`src/hdl/svm_pkg.sv`:
```
// Package for the sample voice mixer: operation codes, gain limits, widths.
// No dependencies; imported by svm_mac, sample_voice_mixer, svm_checker and the testbench.
`default_nettype none
package svm_pkg;
    localparam int unsigned OP_W    = 3;
    localparam int unsigned GAIN_W  = 9;
    localparam int unsigned POS_W   = 34;
    localparam int unsigned STEP_W  = 18;
    localparam int unsigned ACC_W   = 32;
    localparam logic [GAIN_W-1:0] GAIN_MAX     = 9'd256;
    localparam logic [GAIN_W-1:0] EFFECT_RESET = 9'd230;
    localparam logic [GAIN_W-1:0] MUSIC_RESET  = 9'd128;

    typedef enum logic [OP_W-1:0] {
        OP_WRITE = 3'd0,
        OP_START_FX = 3'd1,
        OP_START_MUSIC = 3'd2,
        OP_STOP_MUSIC = 3'd3,
        OP_PAUSE = 3'd4,
        OP_FRAME = 3'd5
    } op_t;

    localparam logic CFG_EFFECT = 1'b0;
    localparam logic CFG_MUSIC  = 1'b1;

    // Control from the sequencer to the shared multiply-accumulate unit.
    typedef struct packed {
        logic clear;
        logic add_l;
        logic add_r;
    } mac_ctl_t;

    function automatic logic [GAIN_W-1:0] clamp_gain(input logic [GAIN_W-1:0] v);
        clamp_gain = (v > GAIN_MAX) ? GAIN_MAX : v;
    endfunction
endpackage
`default_nettype wire

```
`src/hdl/svm_mac.sv`:
```
// Shared multiply-accumulate unit: one 16x9 signed product per cycle into
// the left and/or right accumulator, plus floor-and-saturate to Q1.15.
// Depends on svm_pkg.
`default_nettype none
module svm_mac
    import svm_pkg::*;
(
    input  wire logic               clk,
    input  wire logic               rst_n,
    input  wire mac_ctl_t           ctl,
    input  wire logic signed [15:0] sample,
    input  wire logic [GAIN_W-1:0]  gain,
    output logic signed [15:0]      left_q,
    output logic signed [15:0]      right_q
);
    logic signed [ACC_W-1:0] acc_l_reg, acc_r_reg;
    logic signed [ACC_W-1:0] prod;

    assign prod = ACC_W'(sample) * ACC_W'($signed({1'b0, gain}));

    always_ff @(posedge clk or negedge rst_n)
    begin
        if (!rst_n)
        begin
            acc_l_reg <= '0;
            acc_r_reg <= '0;
        end
        else if (ctl.clear)
        begin
            acc_l_reg <= '0;
            acc_r_reg <= '0;
        end
        else
        begin
            if (ctl.add_l)
                acc_l_reg <= acc_l_reg + prod;
            if (ctl.add_r)
                acc_r_reg <= acc_r_reg + prod;
        end
    end

    // Arithmetic shift floors; then saturate.
    function automatic logic signed [15:0] sat(input logic signed [ACC_W-1:0] a);
        logic signed [ACC_W-9:0] q;
        q = (ACC_W-8)'(a >>> 8);
        if (q > 32767)
            sat = 16'sh7FFF;
        else if (q < -32768)
            sat = 16'sh8000;
        else
            sat = q[15:0];
    endfunction

    assign left_q  = sat(acc_l_reg);
    assign right_q = sat(acc_r_reg);
endmodule
`default_nettype wire

```
`config.mk`:
```
export PLATFORM = sky130hd
export DESIGN_NAME = svm_mac
export DESIGN_NICKNAME = d
export VERILOG_FILES = /design/src/hdl/svm_pkg.sv /design/src/hdl/svm_mac.sv
export SDC_FILE = /design/constraint.sdc
export NUM_CORES = 1
export LEC_CHECK = 0
export BUFFER_PORTS_ARGS = -buffer_cell sky130_fd_sc_hd__clkbuf_2
export CAP_MARGIN = 20
export CORE_ASPECT_RATIO = 0.7
export CORE_MARGIN = 2
export CORE_UTILIZATION = 64
export CTS_CLUSTER_DIAMETER = 40
export DETAILED_ROUTE_END_ITERATION = 8
export PLACE_DENSITY = 0.83
export SETUP_SLACK_MARGIN = 0.3
export SLEW_MARGIN = 5
export SYNTH_ARGS = -nofsm -noshare
export SYNTH_HDL_FRONTEND = slang
export SYNTH_SLANG_ARGS = --single-unit
```
`constraint.sdc`:
```
create_clock -name clk -period 3.5 [get_ports clk]
set_input_delay 0 -clock clk [delete_from_list [all_inputs] [get_ports clk]]
set_output_delay 0 -clock clk [all_outputs]
set_load 0.05 [all_outputs]
```
==> metrics, run 1 <==
synth unique cells 75; IO Pins 62; grt ovf 1; DP Cell Count 1,916; Synth area leader fa_1; share of the synthesized area in the top cell type a little over a fifth; Mapped Cells roughly 1,300; CTS Sinks 64; Tot GR Track Use 75.8%; H-tree depth 3; vias in the first global route 17,200; Post-Synthesis Cell Area 11,400 um^2; Error [ERROR GRT-0116] Global routing finished with congestion. Check the congestion regions in the DRC Viewer.; I/O Buffers 61; Die Wd 163 um; asr flop ratio synth 100%; die height 116 um; largest net degree at the start of global routing 34; routability cong. 0.961; Top FF cell, synth dfrtp_1; placed cell area 14,700 um^2; outcome did not finish; Exit stage global routing; hpwl dp 28.5 mm; Area contributors post-synth fa_1 22%, dfrtp_1 14%, ha_1 13%, inv_1 5.9%, nand2_1 4.3%; CTS Buf Count 9; global-route wire length before repair 105 mm; cell row count 40; Synthesized Nets 1,616; mean post-synth cell area ~8.5 um^2; YS warnings 0; clk buf depth 2; Yosys reg bits 64; initial core utilization 65.9%; CTS root buffer clkbuf_16; EDFF count, synth 0; register area share after synthesis 14.1%
[routing by layer]
metal	GRT usage [%]	GRT overflow
met1	76.8	0
met2	92.4	1
met3	61.5	0
met4	72.9	0
met5	28.3	0
[repair_timing]
item,in CTS
hold endpoints to repair,31
hold buffers,1
endpoints found under the setup margin,56
gates cloned,2
resized for setup,245
buffers inserted,34
pin swaps,116
[synth_stat cells, types with 5 or more instances]
master	instances
inv_1	180
nand2_1	129
fa_1	124
ha_1	121
nor2_1	88
a21oi_1	82
and2_1	69
dfrtp_1	64
xnor2_1	51
o21ai_0	43
o21a_1	40
clkbuf_1	38
a21o_1	35
mux2i_1	29
nand3_1	26
a211oi_1	22
xor2_1	15
nand2b_1	11
nor2b_1	11
nor3_1	11
nand4_1	10
and3_1	9
nor4_1	9
o211ai_1	9
o21bai_1	8
or3_1	8
o31ai_1	7
a31oi_1	6
buf_1	6
a41oi_1	5
[stage by stage]
stage	hold slack [ns]	worst slack (ns)
2_1_floorplan	-0.296	-3.08
3_3_place_gp	0.0902	-3.45
3_5_place_dp	0.114	-3.79
4_1_cts	0.170	-3.08
[cells by family after synthesis]
logic type                 count (synthesis)  synth area share [%]
and+or+nand+nor                          399                  17.0
AOI/OAI and AO/OA                        305                  18.2
adders and majority gates                245                  35.1
buffers and inverters                    231                  7.73
xor gates and xnor gates                  67                  5.22
DFF                                       64                  14.1
muxes                                     30                  2.68
==> inputs of run 2 (changes only) <==
--- a/config.mk
+++ b/config.mk
@@ -7,13 +7,10 @@
 export LEC_CHECK = 0
 export BUFFER_PORTS_ARGS = -buffer_cell sky130_fd_sc_hd__clkbuf_2
 export CAP_MARGIN = 20
-export CORE_ASPECT_RATIO = 0.7
 export CORE_MARGIN = 2
-export CORE_UTILIZATION = 64
-export CTS_CLUSTER_DIAMETER = 40
+export CORE_UTILIZATION = 40
 export DETAILED_ROUTE_END_ITERATION = 8
-export PLACE_DENSITY = 0.83
-export SETUP_SLACK_MARGIN = 0.3
+export PLACE_DENSITY_LB_ADDON = 0.15
 export SLEW_MARGIN = 5
 export SYNTH_ARGS = -nofsm -noshare
 export SYNTH_HDL_FRONTEND = slang
==> run 2 against run 1 <==
Effect of this change: the flow now finishes, with violations (negative setup slack); area after synthesis unchanged; synthesized cell count stayed put.
==> metrics, run 2 <==
count leader, synth inv_1 (unchanged); outcome finished with violations (was did not finish); grt ovf 0; Critical Path Start Type input pin; crit-path max FO 6; Net count, final between 2,000 and 2,500; share of cells above drive strength 1 between 40 and 50%; WP data required ~3.7 ns; DR vias/cell 5.16; clk buf depth 2 (unchanged); Yosys reg bits 64 (unchanged); final design utilization 65.2%; H-tree depth 3 (unchanged); Post-Synthesis Cell Area 11,400 um^2 (unchanged); Slew Limit Fails 0; routability cong. 0.849 (was 0.961); worst reg-to-reg setup slack 0.29 ns; Detailed Routing Iterations Pass 1 5; largest net degree at the start of global routing 38; Max-Cap Viols 0; DRC viols 0; CTS Buf Count 9 (unchanged); die height 173 um (was 116 um); Fill cells approximately 2,200; Setup Skew 0.00686 ns; EDFF count, synth 0 (unchanged); I/O Buffers 61 (unchanged); initial antenna violation count 0; core area 27,900 um^2; asr flop ratio synth 100% (unchanged); CTS Sinks 64 (unchanged); cell row count 61 (was 40); synth unique cells 75 (unchanged); Ant. Diodes 0; Top FF cell, synth dfrtp_1 (unchanged); hpwl dp 26.1 mm (was 28.5 mm); final setup margin -3.11 ns; Area contributors post-synth fa_1 22%, dfrtp_1 14%, ha_1 13%, inv_1 5.9%, nand2_1 4.3% (unchanged); DR WL/cell 16.4 um; RSZ-0062 raised after global routing yes; relative slew slack 37.3%; Slew @ Worst Pin roughly 0.94 ns; clock latency on the worst-skew pair ~0.35 ns; Die Wd 173 um (was 163 um); First DRT Iteration DRCs 565; YS warnings 0 (unchanged); clk slew on worst S/H paths 0.06 ns; via count 11,200; Peak Freq between 150 and 200 MHz; Final ANT Viol Nets 0; reg2reg start acc_r_reg[1]$_DFFE_PN0P_; Reg2Reg Depth 11; initial core utilization 40.8% (was 65.9%); Worst EP arrival 6.85 ns; register area share after synthesis 14.1% (unchanged); TritonCTS clock tree done; global-route wire length before repair approximately 58 mm; minimum clock period 6.61 ns; commonest cells after routing, fill and taps aside 364 x buf_4, 160 x inv_1, 117 x fa_1, 99 x nand2_1, 82 x nor2_1; mean post-synth cell area 8.49 um^2 (unchanged); Critical R2R Capture acc_r_reg[31]$_DFFE_PN0P_; crit path capture type flip-flop; final hold violation count 0; commonest non-fill, non-tap cell in the layout buf_4; die area 29,800 um^2; critical path's slowest cell fa_1; Synthesized Nets 1,616 (unchanged); CTS root buffer clkbuf_16 (unchanged); fin crit share 189%; max incr delay on CP around 0.53 ns; IO Pins 62 (unchanged); Mapped Cells 1,341 (unchanged); Synth area leader fa_1 (unchanged); Setup Crit Path Kind input pin to flip-flop; vias in the first global route 11,700; failing checks negative setup slack; Tot GR Track Use 23.7%; crit-path most repeated cell fa_1; commonest cells in the netlist 180 x inv_1, 129 x nand2_1, 124 x fa_1 (unchanged); HP Class input pin to async pin; drt total wl 35.7 mm; Final setup viols 54; share of the synthesized area in the top cell type 21.8% (unchanged); Area growth, synth to finish 60.1%
## run 2: cell counts after synthesis
No cell type changed its count.
## run 2: through the flow
stage | hold WS [ns] | cells | TNS [ns] | setup slack [ns] | cell area (um^2)
2_1_floorplan | -0.296 | 1341 | -101.69 | -3.08 | 11900
3_3_place_gp | 0.207 | 2088 | -142.71 | -3.66 | 15100
3_5_place_dp | 0.222 | 2088 | -145.32 | -3.78 | 15100
4_1_cts | 0.214 | 2146 | -108.28 | -3.02 | 17400
5_1_grt | 0.126 | 2171 | -125.15 | -3.33 | 18200
6_report | 0.0905 | 2171 | -114.26 | -3.11 | 18200
## run 2: cell type report
cell class / count / area (um^2) / share of cell area, %
Clock buffer: 11 / 243 / 1.33
Clock inverter: 5 / 80.1 / 0.439
Inverter: 182 / 691 / 3.79
Multi-Input combinational cell: 1046 / 11100 / 61.1
Sequential cell: 64 / 1600 / 8.79
Tap cell: 378 / 473 / 2.60
Timing Repair Buffer: 485 / 4000 / 22.0
## run 2: kinds of logic (layout without fill, tap and decap cells)
logic type	after synthesis	count (layout)	synth area share, %
AND/OR/NAND/NOR	399	399	17.0
AO/OA/AOI/OAI	305	305	18.2
adder cells (fa/ha/maj)	245	245	35.1
buffers and inverters	231	683	7.73
XOR/XNOR	67	67	5.22
flip-flops	64	64	14.1
multiplexers	30	30	2.68
## run 2: worst max-delay path by stage
stage                          from                   endpoint  cells after the start
after floorplan           sample[5]  acc_r_reg[31]$_DFFE_PN0P_                     32
after global placement      gain[3]  acc_r_reg[31]$_DFFE_PN0P_                     33
after detailed placement    gain[3]  acc_r_reg[31]$_DFFE_PN0P_                     31
after CTS                   gain[3]  acc_r_reg[31]$_DFFE_PN0P_                     33
after global routing      sample[1]  acc_l_reg[31]$_DFFE_PN0P_                     34
final                     sample[5]  acc_l_reg[31]$_DFFE_PN0P_                     35
## run 2: routing by layer
layer / GRT usage (%) / up-vias / wire [um]
met5: 0 / - / 0
met4: 4.59 / 0 / 483
met3: 2.42 / 35 / 1070
met2: 40.6 / 185 / 17700
met1: 32.8 / 5566 / 16400
li1: - / 5418 / -
## run 2: timing repair
action	4_1_cts	5_1_grt
setup buffers	47	30
hold buffers	1	0
pin swaps	164	94
gates resized for setup	287	116
gates cloned	1	0
hold endpoints to repair	36	0
endpoints found under the setup margin	56	56
## run 2: critical path, delay by kind of cell
| kind | cells | cell delay (ns) |
|---|---|---|
| AOI/OAI and AO/OA | 13 | 2.21 |
| xor gates and xnor gates | 2 | 0.38 |
| adders and majority gates | 7 | 2.95 |
| buffers and inverters | 9 | 0.88 |
| and+or+nand+nor | 4 | 0.42 |
Power of run 2 is not shown: default switching activity piles up to over one toggle a cycle in this logic, so the estimate is an artifact.
==> inputs of run 3 (changes only) <==
--- a/config.mk
+++ b/config.mk
@@ -9,9 +9,12 @@
 export CAP_MARGIN = 20
 export CORE_MARGIN = 2
 export CORE_UTILIZATION = 40
+export CTS_BUF_LIST = sky130_fd_sc_hd__clkbuf_8
 export DETAILED_ROUTE_END_ITERATION = 8
 export PLACE_DENSITY_LB_ADDON = 0.15
+export SETUP_SLACK_MARGIN = 0.3
 export SLEW_MARGIN = 5
 export SYNTH_ARGS = -nofsm -noshare
 export SYNTH_HDL_FRONTEND = slang
 export SYNTH_SLANG_ARGS = --single-unit
+export TNS_END_PERCENT = 30
==> run 3 against run 2 <==
Effect of this change: critical endpoint is now acc_r_reg[28]$_DFFE_PN0P_; final cell count fell by 2.9%; die area did not move; register-to-register slack improved by 0.04 ns; global-route usage fell by 1.2 points; design area fell by 9.6%; the run still ends with negative setup slack left; non-clock buffer count fell by 61.
==> metrics, run 3 (synthesis gave the netlist of run 2 again) <==
outcome finished with violations (unchanged); failing checks negative setup slack (unchanged); DP Cell Count 2,060 (was 2,088); minimum clock period 6.52 ns (was 6.61 ns); crit-path most repeated cell fa_1 (unchanged); cell row count 61 (unchanged); WHS Endpoint acc_r_reg[12]$_DFFE_PN0P_; First DRT Iteration DRCs 573 (was 565); share of cells above drive strength 1 37.4% (was 45.7%); grt ovf 0 (unchanged); global-route wire length before repair 55.4 mm (was 58.5 mm); Ant. Diodes 0 (unchanged); TritonCTS clock tree done (unchanged); drt total wl 33.2 mm (was 35.7 mm); largest net degree at the start of global routing 40 (was 38); worst reg-to-reg setup slack 0.33 ns (was 0.29 ns); clk buf depth 2 (unchanged); vias in the first global route 11,100 (was 11,700); reg2reg start acc_l_reg[0]$_DFFE_PN0P_ (was acc_r_reg[1]$_DFFE_PN0P_); Area growth, synth to finish 44.6% (was 60.1%); final std cell area, no fill 16,500 um^2 (was 18,200 um^2); DR WL/cell 15.8 um (was 16.4 um); crit-path max FO 7 (was 6); commonest cells after routing, fill and taps aside 335 x buf_4, 174 x inv_1, 120 x fa_1, 118 x nand2_1, 87 x ha_1 (was 364 x buf_4, 160 x inv_1, 117 x fa_1, 99 x nand2_1, 82 x nor2_1); Fill cells 2,516 (was 2,237); final hold violation count 0 (unchanged); H-tree depth 3 (unchanged); I/O Buffers 61 (unchanged); Final setup viols 56 (was 54); initial core utilization 40.8% (unchanged); Net count, final 2,002 (was 2,063); Final ANT Viol Nets 0 (unchanged); Tot GR Track Use 22.5% (was 23.7%); WP data required 3.75 ns (was 3.74 ns); Peak Freq 153 MHz (was 151 MHz); Max-Cap Viols 0 (unchanged); hpwl dp 26.1 mm (about the same); Worst EP arrival 6.78 ns (was 6.85 ns); RSZ-0062 raised after global routing yes (unchanged); fin crit share 186% (was 189%); clk slew on worst S/H paths 0.08 ns (was 0.06 ns); DRC viols 0 (unchanged); Slew Limit Fails 0 (unchanged); Critical Path Start Type input pin (unchanged); DR vias/cell 5.14 (was 5.16); Worst Hold Depth 4; CTS Buf Count 9 (unchanged); clock latency on the worst-skew pair 0.37 ns (was 0.35 ns); Hold Path Origin ctl[0]; HP Class input pin to flip-flop (was input pin to async pin); placed cell area 14,700 um^2 (was 15,100 um^2); Critical R2R Capture acc_l_reg[28]$_DFFE_PN0P_ (was acc_r_reg[31]$_DFFE_PN0P_); fin cells 2,109 (was 2,171); CTS Sinks 64 (unchanged); Die Wd 173 um (unchanged); routability cong. 0.891 (was 0.849); core area 27,900 um^2 (unchanged); CTS root buffer clkbuf_8 (was clkbuf_16); crit path capture type flip-flop (unchanged); Detailed Routing Iterations Pass 1 5 (unchanged); commonest non-fill, non-tap cell in the layout buf_4 (unchanged); Slew @ Worst Pin 0.979 ns (was 0.940 ns); Setup Crit Path Kind input pin to flip-flop (unchanged); relative slew slack 34.7% (was 37.3%); Setup Skew 0.0130 ns (was 0.00686 ns); max incr delay on CP 0.54 ns (was 0.53 ns); die area 29,800 um^2 (unchanged); via count 10,800 (was 11,200); Reg2Reg Depth 13 (was 11); final setup margin -3.02 ns (was -3.11 ns); Critical path origin gain[3] (was sample[5]); critical path's slowest cell fa_1 (unchanged); die height 173 um (unchanged); initial antenna violation count 0 (unchanged); IO Pins 62 (unchanged)
==> run 3: cell count changes in the layout (fill, tap and decap cells not counted), moves of 11 or more <==
cell	change
xnor2_1	+12
ha_1	+26
clkbuf_16	-12
buf_6	-21
clkbuf_8	+11
inv_1	+14
inv_2	-12
nand2_2	-13
ha_4	-26
buf_4	-29
nand2_1	+19
==> run 3: layout make-up <==
type                    instances  area, um^2  area share, %
multi-input cells            1046       10200           62.1
flip-flops and latches         64        1600           9.73
clock buffers                  10         138          0.836
inverters                     182         689           4.19
clock inverters                 5        50.0          0.304
well taps                     378         473           2.87
repair buffers                424        3280           19.9
==> run 3: stage by stage <==
stage / util, % / hold slack (ns) / setup slack [ns] / TNS [ns]
6_report: 58.9 / 0.125 / -3.02 / -112.63
5_1_grt: 58.9 / 0.163 / -3.35 / -128.18
4_1_cts: 57.5 / 0.100 / -2.95 / -107.85
3_5_place_dp: 52.5 / 0.0765 / -3.59 / -144.88
3_3_place_gp: 52.5 / 0.0620 / -3.54 / -142.62
2_1_floorplan: - / -0.296 / -3.09 / -104.00
==> run 3: repair_timing <==
item                                    4_1_cts  5_1_grt
hold buffers                                  1        0
hold endpoints to repair                     25        0
setup buffers                                22       10
pin swaps                                    98       54
endpoints found under the setup margin       56       56
resized for setup                           189       69
==> run 3: routing by layer <==
metal / wire length, um / share of wire, % / vias up / GRT usage (%)
met1: 15700 / 47 / 5352 / 31.5
met2: 16000 / 48 / 168 / 37.4
met3: 1060 / 3.2 / 29 / 2.53
li1: - / - / 5288 / -
met4: 487 / 1.5 / 0 / 4.91
met5: 0 / 0 / - / 0
==> run 3: critical path: cells and delay by family <==
family | cells | cell delay, ns
buf+inv | 8 | 0.67
xor+xnor | 1 | 0.12
mux | 1 | 0.12
fa+ha+maj | 7 | 2.97
compound gates | 10 | 1.52
simple gates | 8 | 1.39
==> run 3: how the worst max path moves through the flow <==
stage / end / slack (ns) / cells past startpoint
floorplan: acc_r_reg[31]$_DFFE_PN0P_ / -3.09 / 32
global placement: acc_r_reg[31]$_DFFE_PN0P_ / -3.54 / 31
detailed placement: acc_r_reg[31]$_DFFE_PN0P_ / -3.59 / 31
CTS: acc_r_reg[31]$_DFFE_PN0P_ / -2.95 / 33
global route: acc_r_reg[31]$_DFFE_PN0P_ / -3.35 / 33
finish: acc_r_reg[28]$_DFFE_PN0P_ / -3.02 / 35
Power of run 3 is left out for the same reason.
==> inputs of run 4 (changes only) <==
--- a/config.mk
+++ b/config.mk
@@ -7,11 +7,13 @@
 export LEC_CHECK = 0
 export BUFFER_PORTS_ARGS = -buffer_cell sky130_fd_sc_hd__clkbuf_2
 export CAP_MARGIN = 20
+export CELL_PAD_IN_SITES_DETAIL_PLACEMENT = 1
+export CELL_PAD_IN_SITES_GLOBAL_PLACEMENT = 1
 export CORE_MARGIN = 2
 export CORE_UTILIZATION = 40
 export CTS_BUF_LIST = sky130_fd_sc_hd__clkbuf_8
 export DETAILED_ROUTE_END_ITERATION = 8
-export PLACE_DENSITY_LB_ADDON = 0.15
+export PLACE_DENSITY = 0.76
 export SETUP_SLACK_MARGIN = 0.3
 export SLEW_MARGIN = 5
 export SYNTH_ARGS = -nofsm -noshare
==> run 4 against run 3 <==
Effect of this change: critical endpoint is now acc_l_reg[28]$_DFFE_PN0P_; final cell count is 0.52% higher; critical path type unchanged; core utilization is 2.0 points higher; worst setup slack worse by 0.51 ns; fmax is 7.3% lower; the run still ends with negative setup slack left; via count is 26% higher; global-route usage is 13 points higher.
==> metrics, run 4 (synthesis gave the netlist of run 2 again) <==
grt ovf 0 (unchanged); CTS root buffer clkbuf_8 (unchanged); via count 13,600 (was 10,800); Die Wd 173 um (unchanged); GRT met1 Usage 41.4% (was 31.5%); CTS Sinks 64 (unchanged); DR WL/cell 30.1 um (was 15.8 um); IO Pins 62 (unchanged); failing checks negative setup slack (unchanged); TritonCTS clock tree done (unchanged); Slew @ Worst Pin 1.02 ns (was 0.979 ns); Net count, final 2,012 (was 2,002); DR vias/cell 6.43 (was 5.14); Fill cells 3,159 (was 2,516); final setup margin -3.54 ns (was -3.02 ns); initial antenna violation count 0 (unchanged); clk slew on worst S/H paths 0.09 ns (was 0.08 ns); share of cells above drive strength 1 41.3% (was 37.4%); HP Class input pin to flip-flop (unchanged); routability cong. 0.890 (was 0.891); crit-path max FO 6 (was 7); vias in the first global route 14,600 (was 11,100); relative slew slack 32.2% (was 34.7%); minimum clock period 7.04 ns (was 6.52 ns); Detailed Routing Iterations Pass 1 6 (was 5); critical path's slowest cell fa_1 (unchanged); Area growth, synth to finish 49.5% (was 44.6%); Critical Path Start Type input pin (unchanged); met3 Usage GRT 6.51% (was 2.53%); drt total wl 63.8 mm (was 33.2 mm); Setup Crit Path Kind input pin to flip-flop (unchanged); RSZ-0062 raised after global routing yes (unchanged); commonest cells after routing, fill and taps aside 341 x buf_4, 165 x inv_1, 115 x fa_1, 113 x nand2_1, 82 x nor2_1 (was 335 x buf_4, 174 x inv_1, 120 x fa_1, 118 x nand2_1, 87 x ha_1); I/O Buffers 61 (unchanged); final hold violation count 0 (unchanged); worst reg-to-reg setup slack -0.53 ns (was 0.33 ns); Worst EP arrival 7.32 ns (was 6.78 ns); Max-Cap Viols 0 (unchanged); commonest non-fill, non-tap cell in the layout buf_4 (unchanged); Ant. Diodes 0 (unchanged); outcome finished with violations (unchanged); die height 173 um (unchanged); Setup Skew 0.0159 ns (was 0.0130 ns); hpwl dp 32.8 mm (was 26.1 mm); global-route wire length before repair 84.7 mm (was 55.4 mm); die area 29,800 um^2 (unchanged); Final setup viols 55 (was 56); First DRT Iteration DRCs 1,381 (was 573); crit path capture type flip-flop (unchanged); Final ANT Viol Nets 0 (unchanged); largest net degree at the start of global routing 39 (was 40); DRC viols 0 (unchanged); clock latency on the worst-skew pair 0.42 ns (was 0.37 ns); core area 27,900 um^2 (unchanged); post-placement setup slack -3.93 ns (was -3.59 ns); busiest grt layer met2 (unchanged); fin crit share 201% (was 186%); clk buf depth 2 (unchanged); Tot GR Track Use 35.9% (was 22.5%); cell row count 61 (unchanged); Peak Freq 142 MHz (was 153 MHz); CTS Buf Count 9 (unchanged); max incr delay on CP 0.59 ns (was 0.54 ns); GR Util met2 63.4% (was 37.4%); initial core utilization 40.8% (unchanged); Slew Limit Fails 0 (unchanged); H-tree depth 3 (unchanged); WP data required 3.79 ns (was 3.75 ns)
run 4: cell count changes in the layout (fill, tap and decap cells not counted), moves of 4 or more:
cell	delta
a21oi_1	-9
a21oi_2	+4
a21oi_4	+5
buf_4	+6
fa_1	-5
fa_2	+5
ha_1	-20
ha_4	+17
inv_1	-9
inv_2	+6
nand2_1	-5
nand2_2	+5
o21ai_0	-7
o21ai_2	+4
run 4: timing repair:
item,4_1_cts,5_1_grt
setup buffers,30,15
hold buffers,1,0
pin swaps,139,61
gates resized for setup,244,100
endpoints found under the hold margin,37,0
endpoints found under the setup margin,56,57
gates cloned,1,0
run 4: worst paths after layout:
kind | cells past startpoint | from | endpoint
setup / recovery | 31 | gain[6] | acc_l_reg[28]$_DFFE_PN0P_
hold / removal | 4 | ctl[1] | acc_l_reg[6]$_DFFE_PN0P_
setup reg to reg | 14 | acc_l_reg[0]$_DFFE_PN0P_ | acc_l_reg[28]$_DFFE_PN0P_
hold reg to reg | 2 | acc_r_reg[2]$_DFFE_PN0P_ | acc_r_reg[2]$_DFFE_PN0P_
max in group asynchronous | 3 | rst_n | acc_l_reg[12]$_DFFE_PN0P_
min in group asynchronous | 2 | rst_n | acc_r_reg[30]$_DFFE_PN0P_
run 4: area by class of cell:
class,instances,area [um^2],area share (%)
Timing Repair Buffer,434,3380,19.9
Clock buffer,9,124,0.728
Tap cell,378,473,2.78
Sequential cell,64,1600,9.41
Clock inverter,7,47.5,0.279
Multi-Input combinational cell,1046,10700,62.9
Inverter,182,693,4.07
run 4: routing by layer:
metal  up-vias  share of wire, %
met5         -                 0
met4         0               8.5
met3       461               8.7
met2      1061                47
met1      6796                36
li1       5320                 -
run 4: worst max-delay path, delay by kind of cell:
| family | cells | cell delay (ns) |
|---|---|---|
| fa+ha+maj | 7 | 3.19 |
| xor+xnor | 1 | 0.14 |
| buf+inv | 10 | 1.46 |
| compound gates | 8 | 1.76 |
| simple gates | 5 | 0.75 |
run 4: stage by stage:
stage / util (%) / hold WS (ns) / cells / TNS (ns) / cell area (um^2)
2_1_floorplan: - / -0.296 / 1341 / -104.00 / 11700
5_1_grt: 60.9 / 0.243 / 2120 / -143.25 / 17000
4_1_cts: 58.7 / 0.142 / 2105 / -111.34 / 16400
3_5_place_dp: 52.4 / 0.213 / 2057 / -152.85 / 14600
3_3_place_gp: 52.4 / 0.207 / 2057 / -141.39 / 14600
6_report: 60.9 / 0.221 / 2120 / -136.02 / 17000
Power of run 4 is left out for the same reason.
